## config.mk

```make
export PLATFORM = sky130hd
export DESIGN_NAME = i2c_master_event_sequencer_flat
export DESIGN_NICKNAME = d
export VERILOG_FILES = /design/src/rtl/i2cms_pkg.sv /design/src/rtl/i2cms_req_if.sv /design/src/rtl/i2cms_rsp_if.sv /design/src/rtl/i2cms_ram.sv /design/src/rtl/i2cms_csr.sv /design/src/rtl/i2cms_seq.sv /design/src/rtl/i2c_master_event_sequencer.sv /design/src/flat_wrapper.sv
export SDC_FILE = /design/constraint.sdc
export NUM_CORES = 2
export LEC_CHECK = 0
export ABC_AREA = 1
export ABC_CLOCK_PERIOD_IN_PS = 6150
export BUFFER_PORTS_ARGS = -buffer_cell sky130_fd_sc_hd__buf_2
export CORE_ASPECT_RATIO = 1.75
export CORE_MARGIN = 3
export CORE_UTILIZATION = 57
export CTS_CLUSTER_DIAMETER = 40
export CTS_CLUSTER_SIZE = 20
export DETAILED_ROUTE_END_ITERATION = 6
export PLACE_DENSITY = 0.76
export SLEW_MARGIN = 0
export SYNTH_ARGS = -nofsm -noshare
export SYNTH_HDL_FRONTEND = slang
export SYNTH_HIERARCHICAL = 1
export SYNTH_SLANG_ARGS = --single-unit
```

## constraint.sdc

```tcl
create_clock -name clock -period 6.15 [get_ports clock]
set_input_delay 1.23 -clock clock [delete_from_list [all_inputs] [get_ports clock]]
set_output_delay 1.23 -clock clock [all_outputs]
set_load 0.01 [all_outputs]
```

## src/rtl/i2cms_pkg.sv

```systemverilog
// Shared types and codes for the I2C master event sequencer.
package i2cms_pkg;

   // action codes
   typedef enum logic [2:0] {
      ACT_START_TX = 3'd0,
      ACT_START_RX = 3'd1,
      ACT_LOAD     = 3'd2,
      ACT_EVENT    = 3'd3,
      ACT_ERROR    = 3'd4
   } action_type;

   // event flag bit positions
   localparam int EV_SB    = 0;
   localparam int EV_ADDR  = 1;
   localparam int EV_BTF   = 2;
   localparam int EV_STOPF = 3;
   localparam int EV_RXNE  = 4;
   localparam int EV_TXE   = 5;

   localparam int NUM_ERRORS = 6;
   localparam int ER_AF      = 2;

   localparam logic [1:0] ACK_NONE    = 2'd0;
   localparam logic [1:0] ACK_DISABLE = 2'd1;
   localparam logic [1:0] ACK_ENABLE  = 2'd2;

   localparam logic [1:0] FC_NONE  = 2'd0;
   localparam logic [1:0] FC_ADDR  = 2'd1;
   localparam logic [1:0] FC_STOPF = 2'd2;
   localparam logic [1:0] FC_ERROR = 2'd3;

   localparam logic [2:0] SN_NONE     = 3'd0;
   localparam logic [2:0] SN_RX_DONE  = 3'd1;
   localparam logic [2:0] SN_RX_DATA  = 3'd2;
   localparam logic [2:0] SN_TX_REQ   = 3'd3;
   localparam logic [2:0] SN_TX_DONE  = 3'd4;

   localparam logic [3:0] ST_IDLE     = 4'd0;
   localparam logic [3:0] ST_RUNNING  = 4'd1;
   localparam logic [3:0] ST_FINISHED = 4'd2;
   localparam int         ST_ERR_BASE = 3;

   // register map (index = paddr[3:2])
   localparam int         CSR_ADDR_W = 4;
   localparam logic [1:0] REG_SLAVE_ADDRESS   = 2'd0;
   localparam logic [1:0] REG_TRANSFER_LENGTH = 2'd1;
   localparam logic [1:0] REG_REPEATED_START  = 2'd2;

   typedef struct packed {
      logic [6:0] slave_address;
      logic [8:0] transfer_length;
      logic       repeated_start;
   } cfg_type;

   typedef struct packed {
      logic [2:0] action;
      logic [5:0] event_flags;
      logic [5:0] error_flags;
      logic       is_master;
      logic [7:0] rx_byte;
      logic [7:0] load_index;
      logic [7:0] load_byte;
   } item_type;

   typedef struct packed {
      logic       write_valid;
      logic [7:0] write_byte;
      logic       set_start;
      logic       set_stop;
      logic [1:0] ack_action;
      logic [1:0] flag_clear;
      logic [2:0] cleared_error;
      logic [2:0] slave_notice;
      logic [3:0] run_status;
      logic       rx_valid;
      logic [7:0] rx_data;
      logic [7:0] rx_index;
   } result_type;

endpackage

```

## src/rtl/i2cms_req_if.sv

```systemverilog
// Request channel: one action word per handshake.
interface i2cms_req_if;
   logic       valid;
   logic       ready;
   logic [2:0] action;
   logic [5:0] event_flags;
   logic [5:0] error_flags;
   logic       is_master;
   logic [7:0] rx_byte;
   logic [7:0] load_index;
   logic [7:0] load_byte;

   modport source (
      output valid, action, event_flags, error_flags, is_master, rx_byte,
             load_index, load_byte,
      input  ready
   );
   modport sink (
      input  valid, action, event_flags, error_flags, is_master, rx_byte,
             load_index, load_byte,
      output ready
   );
endinterface

```

## src/rtl/i2cms_rsp_if.sv

```systemverilog
// Response channel: one result word per handshake.
interface i2cms_rsp_if;
   logic       valid;
   logic       ready;
   logic       write_valid;
   logic [7:0] write_byte;
   logic       set_start;
   logic       set_stop;
   logic [1:0] ack_action;
   logic [1:0] flag_clear;
   logic [2:0] cleared_error;
   logic [2:0] slave_notice;
   logic [3:0] run_status;
   logic       rx_valid;
   logic [7:0] rx_data;
   logic [7:0] rx_index;

   modport source (
      output valid, write_valid, write_byte, set_start, set_stop, ack_action,
             flag_clear, cleared_error, slave_notice, run_status, rx_valid,
             rx_data, rx_index,
      input  ready
   );
   modport sink (
      input  valid, write_valid, write_byte, set_start, set_stop, ack_action,
             flag_clear, cleared_error, slave_notice, run_status, rx_valid,
             rx_data, rx_index,
      output ready
   );
endinterface

```

## src/rtl/i2cms_ram.sv

```systemverilog
// Generic single-port-write, registered-read RAM.
module i2cms_ram #(
   parameter int WIDTH = 8,
   parameter int DEPTH = 256
) (
   input  logic                     clock,
   input  logic                     we,
   input  logic [$clog2(DEPTH)-1:0] waddr,
   input  logic [WIDTH-1:0]         wdata,
   input  logic [$clog2(DEPTH)-1:0] raddr,
   output logic [WIDTH-1:0]         rdata
);
   logic [WIDTH-1:0] mem_ff [DEPTH];
   logic [WIDTH-1:0] rdata_ff;

   always_ff @(posedge clock) begin
      if (we) begin
         mem_ff[waddr] <= wdata;
      end
      rdata_ff <= mem_ff[raddr];
   end

   assign rdata = rdata_ff;
endmodule

```

## src/rtl/i2cms_csr.sv

```systemverilog
// APB configuration registers.
module i2cms_csr (
   input  logic                               clock,
   input  logic                               reset,
   input  logic                               psel,
   input  logic                               penable,
   input  logic                               pwrite,
   input  logic [i2cms_pkg::CSR_ADDR_W-1:0]   paddr,
   input  logic [31:0]                        pwdata,
   output logic [31:0]                        prdata,
   output logic                               pready,
   output i2cms_pkg::cfg_type                 cfg
);
   import i2cms_pkg::*;

   cfg_type    cfg_ff, cfg_in;
   logic [1:0] idx;

   assign idx    = paddr[3:2];
   assign pready = 1'b1;

   always_comb begin
      cfg_in = cfg_ff;
      if (psel && penable && pwrite) begin
         unique case (idx)
            REG_SLAVE_ADDRESS:   cfg_in.slave_address   = pwdata[6:0];
            REG_TRANSFER_LENGTH: cfg_in.transfer_length = pwdata[8:0];
            REG_REPEATED_START:  cfg_in.repeated_start  = pwdata[0];
            default: ;
         endcase
      end
   end

   always_ff @(posedge clock) begin
      if (reset) begin
         cfg_ff.slave_address   <= 7'd0;
         cfg_ff.transfer_length <= 9'd1;
         cfg_ff.repeated_start  <= 1'b0;
      end else begin
         cfg_ff <= cfg_in;
      end
   end

   always_comb begin
      unique case (idx)
         REG_SLAVE_ADDRESS:   prdata = {25'd0, cfg_ff.slave_address};
         REG_TRANSFER_LENGTH: prdata = {23'd0, cfg_ff.transfer_length};
         REG_REPEATED_START:  prdata = {31'd0, cfg_ff.repeated_start};
         default:             prdata = 32'd0;
      endcase
   end

   assign cfg = cfg_ff;
endmodule

```

## src/rtl/i2cms_seq.sv

```systemverilog
// Transfer state, transmit buffer and per-word decode into a result.
module i2cms_seq #(
   parameter int BUFFER_DEPTH = 256
) (
   input  logic                            clock,
   input  logic                            reset,
   input  logic                            go,
   input  i2cms_pkg::item_type             item,
   input  logic [$clog2(BUFFER_DEPTH)-1:0] load_addr,
   input  i2cms_pkg::cfg_type              cfg,
   output i2cms_pkg::result_type           res
);
   import i2cms_pkg::*;

   localparam int AW = $clog2(BUFFER_DEPTH);

   logic [8:0]    byte_index_ff, byte_index_in;
   logic [AW-1:0] ptr_ff, ptr_in, ptr_next;
   logic          dir_rx_ff, dir_rx_in;
   logic [3:0]    status_ff, status_in;
   logic          byp_ff;
   logic [7:0]    byp_data_ff;
   logic          we;
   logic [7:0]    ram_rdata, buf_data;
   logic [9:0]    bi_plus1, bi_plus2, len_w;
   logic          found;

   // read address tracks the next buffer position; same-cycle writes bypass
   i2cms_ram #(.WIDTH(8), .DEPTH(BUFFER_DEPTH)) u_buf (
      .clock (clock),
      .we    (we),
      .waddr (load_addr),
      .wdata (item.load_byte),
      .raddr (ptr_in),
      .rdata (ram_rdata)
   );

   assign buf_data = byp_ff ? byp_data_ff : ram_rdata;
   assign bi_plus1 = {1'b0, byte_index_ff} + 10'd1;
   assign bi_plus2 = {1'b0, byte_index_ff} + 10'd2;
   assign len_w    = {1'b0, cfg.transfer_length};
   assign ptr_next = (ptr_ff == AW'(BUFFER_DEPTH - 1)) ? '0 : ptr_ff + 1'b1;

   always_comb begin
      res           = '0;
      byte_index_in = byte_index_ff;
      ptr_in        = ptr_ff;
      dir_rx_in     = dir_rx_ff;
      status_in     = status_ff;
      we            = 1'b0;
      found         = 1'b0;
      if (go) begin
         unique case (item.action)
            ACT_START_TX, ACT_START_RX: begin
               dir_rx_in     = item.action[0];
               byte_index_in = 9'd0;
               ptr_in        = '0;
               status_in     = ST_RUNNING;
               res.set_start = 1'b1;
            end
            ACT_LOAD: we = 1'b1;
            ACT_EVENT: begin
               priority if (item.event_flags[EV_SB]) begin
                  res.write_valid = 1'b1;
                  res.write_byte  = {cfg.slave_address, dir_rx_ff};
               end else if (item.event_flags[EV_ADDR]) begin
                  if (item.is_master && dir_rx_ff && cfg.transfer_length == 9'd1) begin
                     res.ack_action = ACK_DISABLE;
                  end
                  res.flag_clear = FC_ADDR;
               end else if (item.event_flags[EV_BTF]) begin
                  if (!dir_rx_ff && byte_index_ff == cfg.transfer_length) begin
                     res.set_stop = !cfg.repeated_start;
                     status_in    = ST_FINISHED;
                  end
               end else if (item.event_flags[EV_STOPF]) begin
                  res.flag_clear   = FC_STOPF;
                  res.slave_notice = SN_RX_DONE;
               end else if (item.event_flags[EV_RXNE]) begin
                  if (!item.is_master) begin
                     res.slave_notice = SN_RX_DATA;
                  end else if (byte_index_ff < cfg.transfer_length) begin
                     if (bi_plus2 == len_w) res.ack_action = ACK_DISABLE;
                     res.set_stop  = (bi_plus1 == len_w) && !cfg.repeated_start;
                     res.rx_valid  = 1'b1;
                     res.rx_data   = item.rx_byte;
                     res.rx_index  = byte_index_ff[7:0];
                     byte_index_in = bi_plus1[8:0];
                     ptr_in        = ptr_next;
                     // last byte: done, ACK back on for the next transfer
                     if (bi_plus1 == len_w) begin
                        status_in      = ST_FINISHED;
                        res.ack_action = ACK_ENABLE;
                     end
                  end
               end else if (item.event_flags[EV_TXE]) begin
                  if (!item.is_master) begin
                     res.slave_notice = SN_TX_REQ;
                  end else if (byte_index_ff < cfg.transfer_length) begin
                     res.write_valid = 1'b1;
                     res.write_byte  = buf_data;
                     byte_index_in   = bi_plus1[8:0];
                     ptr_in          = ptr_next;
                  end
               end
            end
            ACT_ERROR: begin
               for (int k = 0; k < NUM_ERRORS; k++) begin
                  if (!found && item.error_flags[k]) begin
                     found             = 1'b1;
                     res.flag_clear    = FC_ERROR;
                     res.cleared_error = 3'(k + 1);
                     if (k == ER_AF && !item.is_master) begin
                        res.slave_notice = SN_TX_DONE;
                     end else begin
                        status_in = 4'(k + ST_ERR_BASE);
                     end
                  end
               end
            end
            default: ;
         endcase
      end
      res.run_status = status_in;
   end

   always_ff @(posedge clock) begin
      if (reset) begin
         byte_index_ff <= 9'd0;
         ptr_ff        <= '0;
         dir_rx_ff     <= 1'b0;
         status_ff     <= ST_IDLE;
         byp_ff        <= 1'b0;
      end else begin
         byte_index_ff <= byte_index_in;
         ptr_ff        <= ptr_in;
         dir_rx_ff     <= dir_rx_in;
         status_ff     <= status_in;
         byp_ff        <= we && (load_addr == ptr_in);
      end
      byp_data_ff <= item.load_byte;
   end
endmodule

```

## src/rtl/i2c_master_event_sequencer.sv

```systemverilog
// Top level of the I2C master event sequencer: channel stages and register port.
//
//  channel | direction | handshake               | carries
//  req_ch  | in        | valid/ready             | one action word
//  rsp_ch  | out       | valid/ready             | one result word per action
//  csr_*   | in        | APB psel/penable, pready=1 | slave address, length, rep start
//
// A word is decoded while it sits in the input register and its result is
// registered in the result register when the decode step proceeds. One word a
// cycle is sustained while rsp_ch.ready is high; the transmit buffer read is
// issued ahead from the next buffer position, so TXE does not stall.
// Synchronous reset clears control state; buffer contents stay undefined.
// A stalled result holds the decode step, which backs up into req_ch.ready.
module i2c_master_event_sequencer #(
   parameter int BUFFER_DEPTH = 256
) (
   input  logic                             clock,
   input  logic                             reset,
   i2cms_req_if.sink                        req_ch,
   i2cms_rsp_if.source                      rsp_ch,
   input  logic                             csr_psel,
   input  logic                             csr_penable,
   input  logic                             csr_pwrite,
   input  logic [i2cms_pkg::CSR_ADDR_W-1:0] csr_paddr,
   input  logic [31:0]                      csr_pwdata,
   output logic [31:0]                      csr_prdata,
   output logic                             csr_pready
);
   import i2cms_pkg::*;

   localparam int AW = $clog2(BUFFER_DEPTH);

   cfg_type       cfg;
   item_type      item_ff;
   logic [AW-1:0] load_addr_ff;
   logic          a_valid_ff, a_valid_in;
   result_type    out_ff, res;
   logic          out_valid_ff, out_valid_in;
   logic          go, accept;
   logic [7:0]    mod_r;

   i2cms_csr u_csr (
      .clock   (clock),
      .reset   (reset),
      .psel    (csr_psel),
      .penable (csr_penable),
      .pwrite  (csr_pwrite),
      .paddr   (csr_paddr),
      .pwdata  (csr_pwdata),
      .prdata  (csr_prdata),
      .pready  (csr_pready),
      .cfg     (cfg)
   );

   i2cms_seq #(.BUFFER_DEPTH(BUFFER_DEPTH)) u_seq (
      .clock     (clock),
      .reset     (reset),
      .go        (go),
      .item      (item_ff),
      .load_addr (load_addr_ff),
      .cfg       (cfg),
      .res       (res)
   );

   assign go           = a_valid_ff && (!out_valid_ff || rsp_ch.ready);
   assign req_ch.ready = !a_valid_ff || go;
   assign accept       = req_ch.valid && req_ch.ready;
   assign a_valid_in   = accept || (a_valid_ff && !go);
   assign out_valid_in = go || (out_valid_ff && !rsp_ch.ready);

   // load position modulo the buffer depth, by shifted compare-subtract
   always_comb begin
      mod_r = req_ch.load_index;
      for (int k = 7; k >= 0; k--) begin
         if ({24'd0, mod_r} >= (BUFFER_DEPTH << k)) begin
            mod_r = mod_r - 8'(BUFFER_DEPTH << k);
         end
      end
   end

   always_ff @(posedge clock) begin
      if (reset) begin
         a_valid_ff   <= 1'b0;
         out_valid_ff <= 1'b0;
      end else begin
         a_valid_ff   <= a_valid_in;
         out_valid_ff <= out_valid_in;
      end
      if (accept) begin
         item_ff.action      <= req_ch.action;
         item_ff.event_flags <= req_ch.event_flags;
         item_ff.error_flags <= req_ch.error_flags;
         item_ff.is_master   <= req_ch.is_master;
         item_ff.rx_byte     <= req_ch.rx_byte;
         item_ff.load_index  <= req_ch.load_index;
         item_ff.load_byte   <= req_ch.load_byte;
         load_addr_ff        <= AW'(mod_r);
      end
      if (go) begin
         out_ff <= res;
      end
   end

   assign rsp_ch.valid         = out_valid_ff;
   assign rsp_ch.write_valid   = out_ff.write_valid;
   assign rsp_ch.write_byte    = out_ff.write_byte;
   assign rsp_ch.set_start     = out_ff.set_start;
   assign rsp_ch.set_stop      = out_ff.set_stop;
   assign rsp_ch.ack_action    = out_ff.ack_action;
   assign rsp_ch.flag_clear    = out_ff.flag_clear;
   assign rsp_ch.cleared_error = out_ff.cleared_error;
   assign rsp_ch.slave_notice  = out_ff.slave_notice;
   assign rsp_ch.run_status    = out_ff.run_status;
   assign rsp_ch.rx_valid      = out_ff.rx_valid;
   assign rsp_ch.rx_data       = out_ff.rx_data;
   assign rsp_ch.rx_index      = out_ff.rx_index;

   // input stage only refuses a word when both stages are full and stalled
   a_ready_cause: assert property (@(posedge clock) disable iff (reset)
      !req_ch.ready |-> (a_valid_ff && out_valid_ff && !rsp_ch.ready))
      else $error("request stalled without a full, stalled pipeline");

   // a decoded word always lands in the result register
   a_go_lands: assert property (@(posedge clock) disable iff (reset)
      go |=> rsp_ch.valid)
      else $error("decoded word lost before the result register");

   // a result never both writes a byte and delivers a received one
   a_tx_rx_excl: assert property (@(posedge clock) disable iff (reset)
      rsp_ch.valid |-> !(rsp_ch.write_valid && rsp_ch.rx_valid))
      else $error("write and receive delivered in one result");

endmodule

```

## src/flat_wrapper.sv

```systemverilog
// flat-port wrapper written by rule: the top's interface ports become plain ports
module i2c_master_event_sequencer_flat import i2cms_pkg::*;
#(
   parameter int BUFFER_DEPTH = 256
)
  (clock, reset, csr_psel, csr_penable, csr_pwrite, csr_paddr, csr_pwdata, csr_prdata, csr_pready, req_ch_valid, req_ch_action, req_ch_event_flags, req_ch_error_flags, req_ch_is_master, req_ch_rx_byte, req_ch_load_index, req_ch_load_byte, req_ch_ready, rsp_ch_valid, rsp_ch_write_valid, rsp_ch_write_byte, rsp_ch_set_start, rsp_ch_set_stop, rsp_ch_ack_action, rsp_ch_flag_clear, rsp_ch_cleared_error, rsp_ch_slave_notice, rsp_ch_run_status, rsp_ch_rx_valid, rsp_ch_rx_data, rsp_ch_rx_index, rsp_ch_ready);
  i2cms_req_if req_ch_i ();
  i2cms_rsp_if rsp_ch_i ();
  input  logic clock;
  input  logic reset;
  input  logic csr_psel;
  input  logic csr_penable;
  input  logic csr_pwrite;
  input  logic [i2cms_pkg::CSR_ADDR_W-1:0] csr_paddr;
  input  logic [31:0] csr_pwdata;
  output logic [31:0] csr_prdata;
  output logic csr_pready;
  input wire logic [$bits(req_ch_i.valid)-1:0] req_ch_valid;
  input wire logic [$bits(req_ch_i.action)-1:0] req_ch_action;
  input wire logic [$bits(req_ch_i.event_flags)-1:0] req_ch_event_flags;
  input wire logic [$bits(req_ch_i.error_flags)-1:0] req_ch_error_flags;
  input wire logic [$bits(req_ch_i.is_master)-1:0] req_ch_is_master;
  input wire logic [$bits(req_ch_i.rx_byte)-1:0] req_ch_rx_byte;
  input wire logic [$bits(req_ch_i.load_index)-1:0] req_ch_load_index;
  input wire logic [$bits(req_ch_i.load_byte)-1:0] req_ch_load_byte;
  output wire logic [$bits(req_ch_i.ready)-1:0] req_ch_ready;
  output wire logic [$bits(rsp_ch_i.valid)-1:0] rsp_ch_valid;
  output wire logic [$bits(rsp_ch_i.write_valid)-1:0] rsp_ch_write_valid;
  output wire logic [$bits(rsp_ch_i.write_byte)-1:0] rsp_ch_write_byte;
  output wire logic [$bits(rsp_ch_i.set_start)-1:0] rsp_ch_set_start;
  output wire logic [$bits(rsp_ch_i.set_stop)-1:0] rsp_ch_set_stop;
  output wire logic [$bits(rsp_ch_i.ack_action)-1:0] rsp_ch_ack_action;
  output wire logic [$bits(rsp_ch_i.flag_clear)-1:0] rsp_ch_flag_clear;
  output wire logic [$bits(rsp_ch_i.cleared_error)-1:0] rsp_ch_cleared_error;
  output wire logic [$bits(rsp_ch_i.slave_notice)-1:0] rsp_ch_slave_notice;
  output wire logic [$bits(rsp_ch_i.run_status)-1:0] rsp_ch_run_status;
  output wire logic [$bits(rsp_ch_i.rx_valid)-1:0] rsp_ch_rx_valid;
  output wire logic [$bits(rsp_ch_i.rx_data)-1:0] rsp_ch_rx_data;
  output wire logic [$bits(rsp_ch_i.rx_index)-1:0] rsp_ch_rx_index;
  input wire logic [$bits(rsp_ch_i.ready)-1:0] rsp_ch_ready;
  assign req_ch_i.valid = req_ch_valid;
  assign req_ch_i.action = req_ch_action;
  assign req_ch_i.event_flags = req_ch_event_flags;
  assign req_ch_i.error_flags = req_ch_error_flags;
  assign req_ch_i.is_master = req_ch_is_master;
  assign req_ch_i.rx_byte = req_ch_rx_byte;
  assign req_ch_i.load_index = req_ch_load_index;
  assign req_ch_i.load_byte = req_ch_load_byte;
  assign req_ch_ready = req_ch_i.ready;
  assign rsp_ch_valid = rsp_ch_i.valid;
  assign rsp_ch_write_valid = rsp_ch_i.write_valid;
  assign rsp_ch_write_byte = rsp_ch_i.write_byte;
  assign rsp_ch_set_start = rsp_ch_i.set_start;
  assign rsp_ch_set_stop = rsp_ch_i.set_stop;
  assign rsp_ch_ack_action = rsp_ch_i.ack_action;
  assign rsp_ch_flag_clear = rsp_ch_i.flag_clear;
  assign rsp_ch_cleared_error = rsp_ch_i.cleared_error;
  assign rsp_ch_slave_notice = rsp_ch_i.slave_notice;
  assign rsp_ch_run_status = rsp_ch_i.run_status;
  assign rsp_ch_rx_valid = rsp_ch_i.rx_valid;
  assign rsp_ch_rx_data = rsp_ch_i.rx_data;
  assign rsp_ch_rx_index = rsp_ch_i.rx_index;
  assign rsp_ch_i.ready = rsp_ch_ready;
  i2c_master_event_sequencer #(.BUFFER_DEPTH(BUFFER_DEPTH)) u_core (.clock(clock), .reset(reset), .req_ch(req_ch_i), .rsp_ch(rsp_ch_i), .csr_psel(csr_psel), .csr_penable(csr_penable), .csr_pwrite(csr_pwrite), .csr_paddr(csr_paddr), .csr_pwdata(csr_pwdata), .csr_prdata(csr_prdata), .csr_pready(csr_pready));
endmodule
```

Yosys cells after proc, flatten, opt, wreduce, memory -nomap -nowiden. Memories as Yosys holds them, arrays and structs flattened. A register that Yosys moved wholly into a read port is not among the register bits. Index checks and enable logic that the tools add are counted.

Memories kept: 1. Word-level logic and storage cells: 202. Bits in writable memories: 2048. Flip-flop bits (word level): 132. Output and inout bits: 77.

Memory list: u_core.u_seq.u_buf.mem_ff (words 256, bits a word 8, read ports 1, clocked after Yosys merged registers in 1, write ports 1, line i2cms_ram.sv:13) `logic [WIDTH-1:0] mem_ff [DEPTH];`.

Bitwise gates (word level): 5. Multiplexer cells: 99. Eq/ne operators: 17. Order comparisons: 1. $add $sub $neg: 3. Reduce and logical (&&, ||, !) cells: 45.

Operator list (count): $mux W9 (16); $mux W8 (12); $mux W4 (19); $mux W3 (10); $pmux W9 S3 (1); $mux W5 (5); $mux W1 (24); $eq A10 B9 Y1 (2); $pmux W9 S2 (1); $mux W17 (1); $logic_and A1 B1 Y1 (16); $pmux W8 S2 (1); $mux W2 (6); $pmux W4 S3 (1); $logic_not A1 Y1 (11); $add A9 B1 Y10 const B (1); $add A9 B2 Y10 const B (1); $eq A9 B1 Y1 const B (1); $eq A9 B9 Y1 (1); $lt A9 B9 Y1 (1); $add A8 B1 Y8 const B (1); $eq A8 B8 Y1 (1); $eq A8 B8 Y1 const B (1); $ne A2 B2 Y1 const B (4); other kinds (19) (32).

Longest topological paths before layout.
Depth in word-level cells: 29. Gate-level depth with buffers: 27. Depth with buffers taken out: 23.

Cells and area by module. The synthesis kept the hierarchy.

By module, submodules not included: i2cms_ram (sequential area each 61659.1 um2, area an instance 83396.2 um2, times used 1, cells an instance 7003); i2cms_seq (sequential area each 620.6 um2, area an instance 3159.3 um2, times used 1, cells an instance 551); i2c_master_event_sequencer (sequential area each 2502.4 um2, area an instance 2553.7 um2, times used 1, cells an instance 94); i2cms_csr (sequential area each 340.3 um2, area an instance 1034.7 um2, times used 1, cells an instance 151).

Worst setup path after synthesis. OpenSTA, ideal clock, no wires.

Path kind: input -> register. Start point: in rsp_ch_ready. End point: reg u_core.u_seq.u_buf.rdata_ff[0] (netlist: u_core/u_seq/u_buf/rdata[0]) (read register of u_core.u_seq.u_buf.mem_ff). Path buffers: 5. Required time: 6.038 ns. Arrival time: 5.974 ns. Setup slack: 0.064 ns. Stages on the path: 24. Library setup time: 0.112 ns. Cells stage by stage: inv_2 -> a21oi_1 -> inv_1 -> nor2_8 -> buf_6 -> nand2_1 -> nand2_1 -> nand2_1 -> inv_1 -> buf_4 -> inv_4 -> buf_6 -> buf_6 -> buf_4 -> nand2_1 -> nand3_1 -> nand3_1 -> nand3_1 -> nand3_1 -> nand3_1 -> nand3_1 -> nand2_1 -> nand2_1 -> nand2_1.

Longest elaborated chain between the ends: 3.

Ends and longest elaborated chain: start, declared (line flat_wrapper.sv:40) `input wire logic [$bits(rsp_ch_i.ready)-1:0] rsp_ch_ready;`; $logic_or A1 B1 Y1 (line i2c_master_event_sequencer.sv:65) `assign go = a_valid_ff && (!out_valid_ff || rsp_ch.ready);`; $logic_and A1 B1 Y1 (line i2c_master_event_sequencer.sv:65); net u_core.go (line i2c_master_event_sequencer.sv:39) `logic go, accept;`; $mux W8 (line i2cms_seq.sv:52) `if (go) begin`; net u_core.u_seq.ptr_in[0] (line i2cms_seq.sv:18) `logic [AW-1:0] ptr_ff, ptr_in, ptr_next;`; end, declared (line i2cms_ram.sv:14) `logic [WIDTH-1:0] rdata_ff;`.

The timed path passes the listed nets, and every way through them passes these cells. A chain may end at the register's enable or synchronous reset.

Worst setup path after layout.
Start point: reg u_core.u_csr.cfg_ff (netlist bit u_core/u_csr/cfg[3]). End point: reg u_core.u_seq.u_buf.rdata_ff[2] (netlist: u_core/u_seq/u_buf/rdata[2]) (read register of u_core.u_seq.u_buf.mem_ff).

Longest elaborated chain between the ends: 11.

Ends and longest elaborated chain: start, declared (line i2cms_csr.sv:16) `cfg_type cfg_ff, cfg_in;`; start signal, assigned (line i2cms_csr.sv:40) `cfg_ff <= cfg_in;`; $lt A9 B9 Y1 (*) (line i2cms_seq.sv:82, i2cms_seq.sv:99); $mux W8 (*) (line i2cms_seq.sv:82, i2cms_seq.sv:99); $mux W8 (*) (line i2cms_seq.sv:80, i2cms_seq.sv:97); $mux W8 (line i2cms_seq.sv:96) `end else if (item.event_flags[EV_TXE]) begin`; $mux W8 (*) (line i2cms_seq.sv:79) `end else if (item.event_flags[EV_RXNE]) begin`; $mux W8 (*) (line i2cms_seq.sv:76) `end else if (item.event_flags[EV_STOPF]) begin`; $mux W8 (*) (line i2cms_seq.sv:71) `end else if (item.event_flags[EV_BTF]) begin`; $mux W8 (*) (line i2cms_seq.sv:66) `end else if (item.event_flags[EV_ADDR]) begin`; $mux W8 (*) (line i2cms_seq.sv:63) `priority if (item.event_flags[EV_SB]) begin`; $pmux W8 S2 (*) (line i2cms_seq.sv:53) `unique case (item.action)`; $mux W8 (*) (line i2cms_seq.sv:52); net u_core.u_seq.ptr_in[1] (line i2cms_seq.sv:18).

Mark *: on every way through the listed nets, which the timed path passes. The rest lies on a longest branch.

==> flow_metrics.tcl <==
set metrics [dict create \
    timing.final.max_slew_violations 0 \
    synthAdderAreaFrac_pct 0.167 \
    synth_xor_area_share_pct 0.0583 \
    peakVddDrop_mv 0.327 \
    drcViolationCount 5 \
    ys_types 49 \
    cp_num_buf_inv 3 \
    stdcell_area_sq_um 96800 \
    path_common_cell "nand3_1" \
    skew_ps 26.7 \
    grt_pass1_wl_microns 347000 \
    cpPeakStageDelay_ps 550 \
    yosysWarnings 6 \
    syn-instance-count 7799 \
    mostFrequentLayoutCells "nand2_1, edfxtp_1, nand3_1, nor2_1, clkbuf_16" \
    final-setup-viol-count 0 \
    wire_per_inst_microns 23.8 \
    antenna_left 0 \
    power_density_nw_per_um2 278 \
    muxShareOfSynthArea_pct 0.0125 \
    track_usage_pct 28.3 \
    rsz0062_at_grt "false" \
    yosys.area.top_type "edfxtp_1" \
    maxCapViolCount 0 \
    critPathMaxFanout 112 \
    worst_hold_path_type "reg -> reg" \
    ios 160 \
    leakage_uw 0.0334 \
    violations "DRC" \
    grt_max_degree 190 \
    gp_congestion 0.941 \
    worst_pin_slew_ps 1380 \
    relSlewSlack_pct 7.87 \
    place_area_sq_um 92000 \
    worst_ep_required_time_ps 6830 \
    dp_hpwl_microns 139000 \
    rows 192 \
    crit_slowest_cell "inv_8" \
    tritoncts "yes" \
    overflow 0 \
    critPathArrivalTime_ps 5600 \
    io_buffers 110 \
    die_y_microns 532 \
    period_minus_slack_ps 4920 \
    synth_top_family_by_area "simple AND/OR/NAND/NOR gates" \
    path_clk_slew_ps 70 \
    seq_area_frac_synth_pct 72.2 \
    path_cells "inv_1 -> ha_1 -> nand2_1 -> nand2_1 -> nand2_1 -> nand3_1 -> nand2_2 -> nand3_4 -> nand2_4 -> nand2_8 -> nand2_2 -> nand2_4 -> inv_8 -> buf_4 -> nand3_1 -> nand3_1 -> nand3_1 -> nand3_1 -> nand3_1 -> nand3_1 -> nand2_1 -> nand2_1 -> nand2_1" \
    grt_pass1_vias 57300 \
    setup.worst_path.start_class "flip-flop" \
    ys_top_cells_by_area "edfxtp_1, nand3_1, nand2_1, nor2_1, buf_2" \
    antenna_found_initial 3 \
    clock_path_buffers 3 \
    htree_levels 4 \
    via_per_inst 6.11 \
    cts_made_buffers 149 \
    drtIter0Drc 7150 \
    crit_type "reg -> reg" \
    timing.final.crit_share_pct 80.0 \
    drive_gt1_share_pct 6.37 \
    synth.avg_cell_area_sq_um 11.6 \
    synth-simple-area-share_pct 23.3 \
    cts_setup_buffers 0 \
    setup_tns_ps 0 \
    max_freq_mhz 203 \
    cts_hold_buf 0 \
    crit_family "simple AND/OR/NAND/NOR gates" \
    synth_compound_area_share_pct 0.526 \
    syn_area_sq_um 90100 \
    status "complete, but fails checks" \
    initial_core_util_pct 57.5 \
    cts_resized 0 \
    vias 59900 \
    root_buffer "clkbuf_16" \
    synth_seq_cells 2188 \
    final_core_util_pct 61.7 \
    die_area_sq_um 163000 \
    synth_edf_count 2130 \
    insertion_delay_ps 800 \
    cp-end-kind "flip-flop" \
    synth_flop_cell "edfxtp_1" \
    hold_violations 0 \
    synth_top_area_share_pct 71.0 \
    numClockSinks 2188 \
    die_x_microns 307 \
    nNetsFinal 7764 \
    core_area_sq_um 157000 \
    routed_wl_microns 234000 \
    area.growth.synth_to_final_pct 7.33 \
    drt_pass1_iterations 7 \
    layout_commonest_cell "nand2_1" \
    p_total_uw 26900 \
    async_reset_ff_share_pct 0 \
]
## Yosys cell counts (3+ instances only)
library cell  number
nand2_2            8
inv_1            145
nand3b_1           3
xor2_1             4
nor2_4             4
a21oi_1           26
edfxtp_1        2130
o211ai_1           6
nand3_2            4
nor3_1            16
buf_1             41
nor4_1             4
dfxtp_1           58
nand4_1           14
a31oi_1            6
buf_2            269
nand2_1         2288
inv_2             11
ha_1              12
a211oi_1           6
nor2_1           401
clkbuf_1         117
buf_4             73
o21ai_0           22
nor2_2             7
a22o_1             6
nand3_1         2070
buf_6             20
## metal layers
| layer | global-route usage (%) | share of wire [%] | vias to the layer above |
|---|---|---|---|
| met5 | 0 | 0.013 | - |
| met2 | 48.0 | 50 | 3393 |
| li1 | - | - | 27000 |
| met1 | 32.5 | 33 | 28700 |
| met3 | 4.20 | 8.5 | 819 |
| met4 | 21.1 | 8.9 | 4 |
## per-stage QoR
stage / setup slack (ps) / hold slack, ps / std cells
after floorplan: 63.6 / 457 / 7821
after global placement: 1030 / 486 / 9555
after detailed placement: 965 / 489 / 9555
after CTS: 1440 / 500 / 9794
after global routing: 989 / 526 / 9795
final: 1230 / 513 / 9800
## worst register-to-register path, delay by kind of cell, from the launching register on
family / cells / cell delay [ps]
flip-flops: 1 / 470
buffers and inverters: 3 / 1420
AND/OR/NAND/NOR: 19 / 2590
adder cells (fa/ha/maj): 1 / 330
## flip-flops by register name, summed over array words and instances, names as in the netlist, 9 cells and up
register,count
u_core/u_seq/byte_index_ff,9
u_core/u_seq/u_buf/mem_ff,2048
u_core/u_csr/cfg,17
u_core/item_ff,32
## power by group
| group | switching (uW) | internal [uW] |
|---|---|---|
| clock | 4980 | 5040 |
| sequential | 32.6 | 16400 |
| combinational | 410 | 74.8 |
## final timing paths
kind	startpoint	to	slack, ps	cells past startpoint
worst max-delay path	u_core/u_csr/cfg[3]	u_core/u_seq/u_buf/rdata[2]	1230	23
worst min-delay path	u_core/u_csr/cfg[15]	u_core/u_csr/cfg[15]	510	2
worst max register to register	u_core/u_csr/cfg[3]	u_core/u_seq/u_buf/rdata[2]	1230	23
worst min register to register	u_core/u_csr/cfg[15]	u_core/u_csr/cfg[15]	510	2
## cells by family after synthesis
logic type / count (synthesis)
and+or+nand+nor: 4828
DFF: 2188
buffers and inverters: 683
AOI/OAI and AO/OA: 79
adders and majority gates: 12
xor gates and xnor gates: 6
other: 2
muxes: 1
## area by class of cell
class | instances | area, sq um
diodes | 6 | 15.0
clock buffers | 161 | 3880
clock inverters | 78 | 865
fillers | 11500 | 60100
inverters | 162 | 657
multi-input cells | 4950 | 21800
flip-flops and latches | 2188 | 65100
well taps | 2037 | 2550
repair buffers | 218 | 1870
No activity file was read; power rests on OpenSTA's default activity.
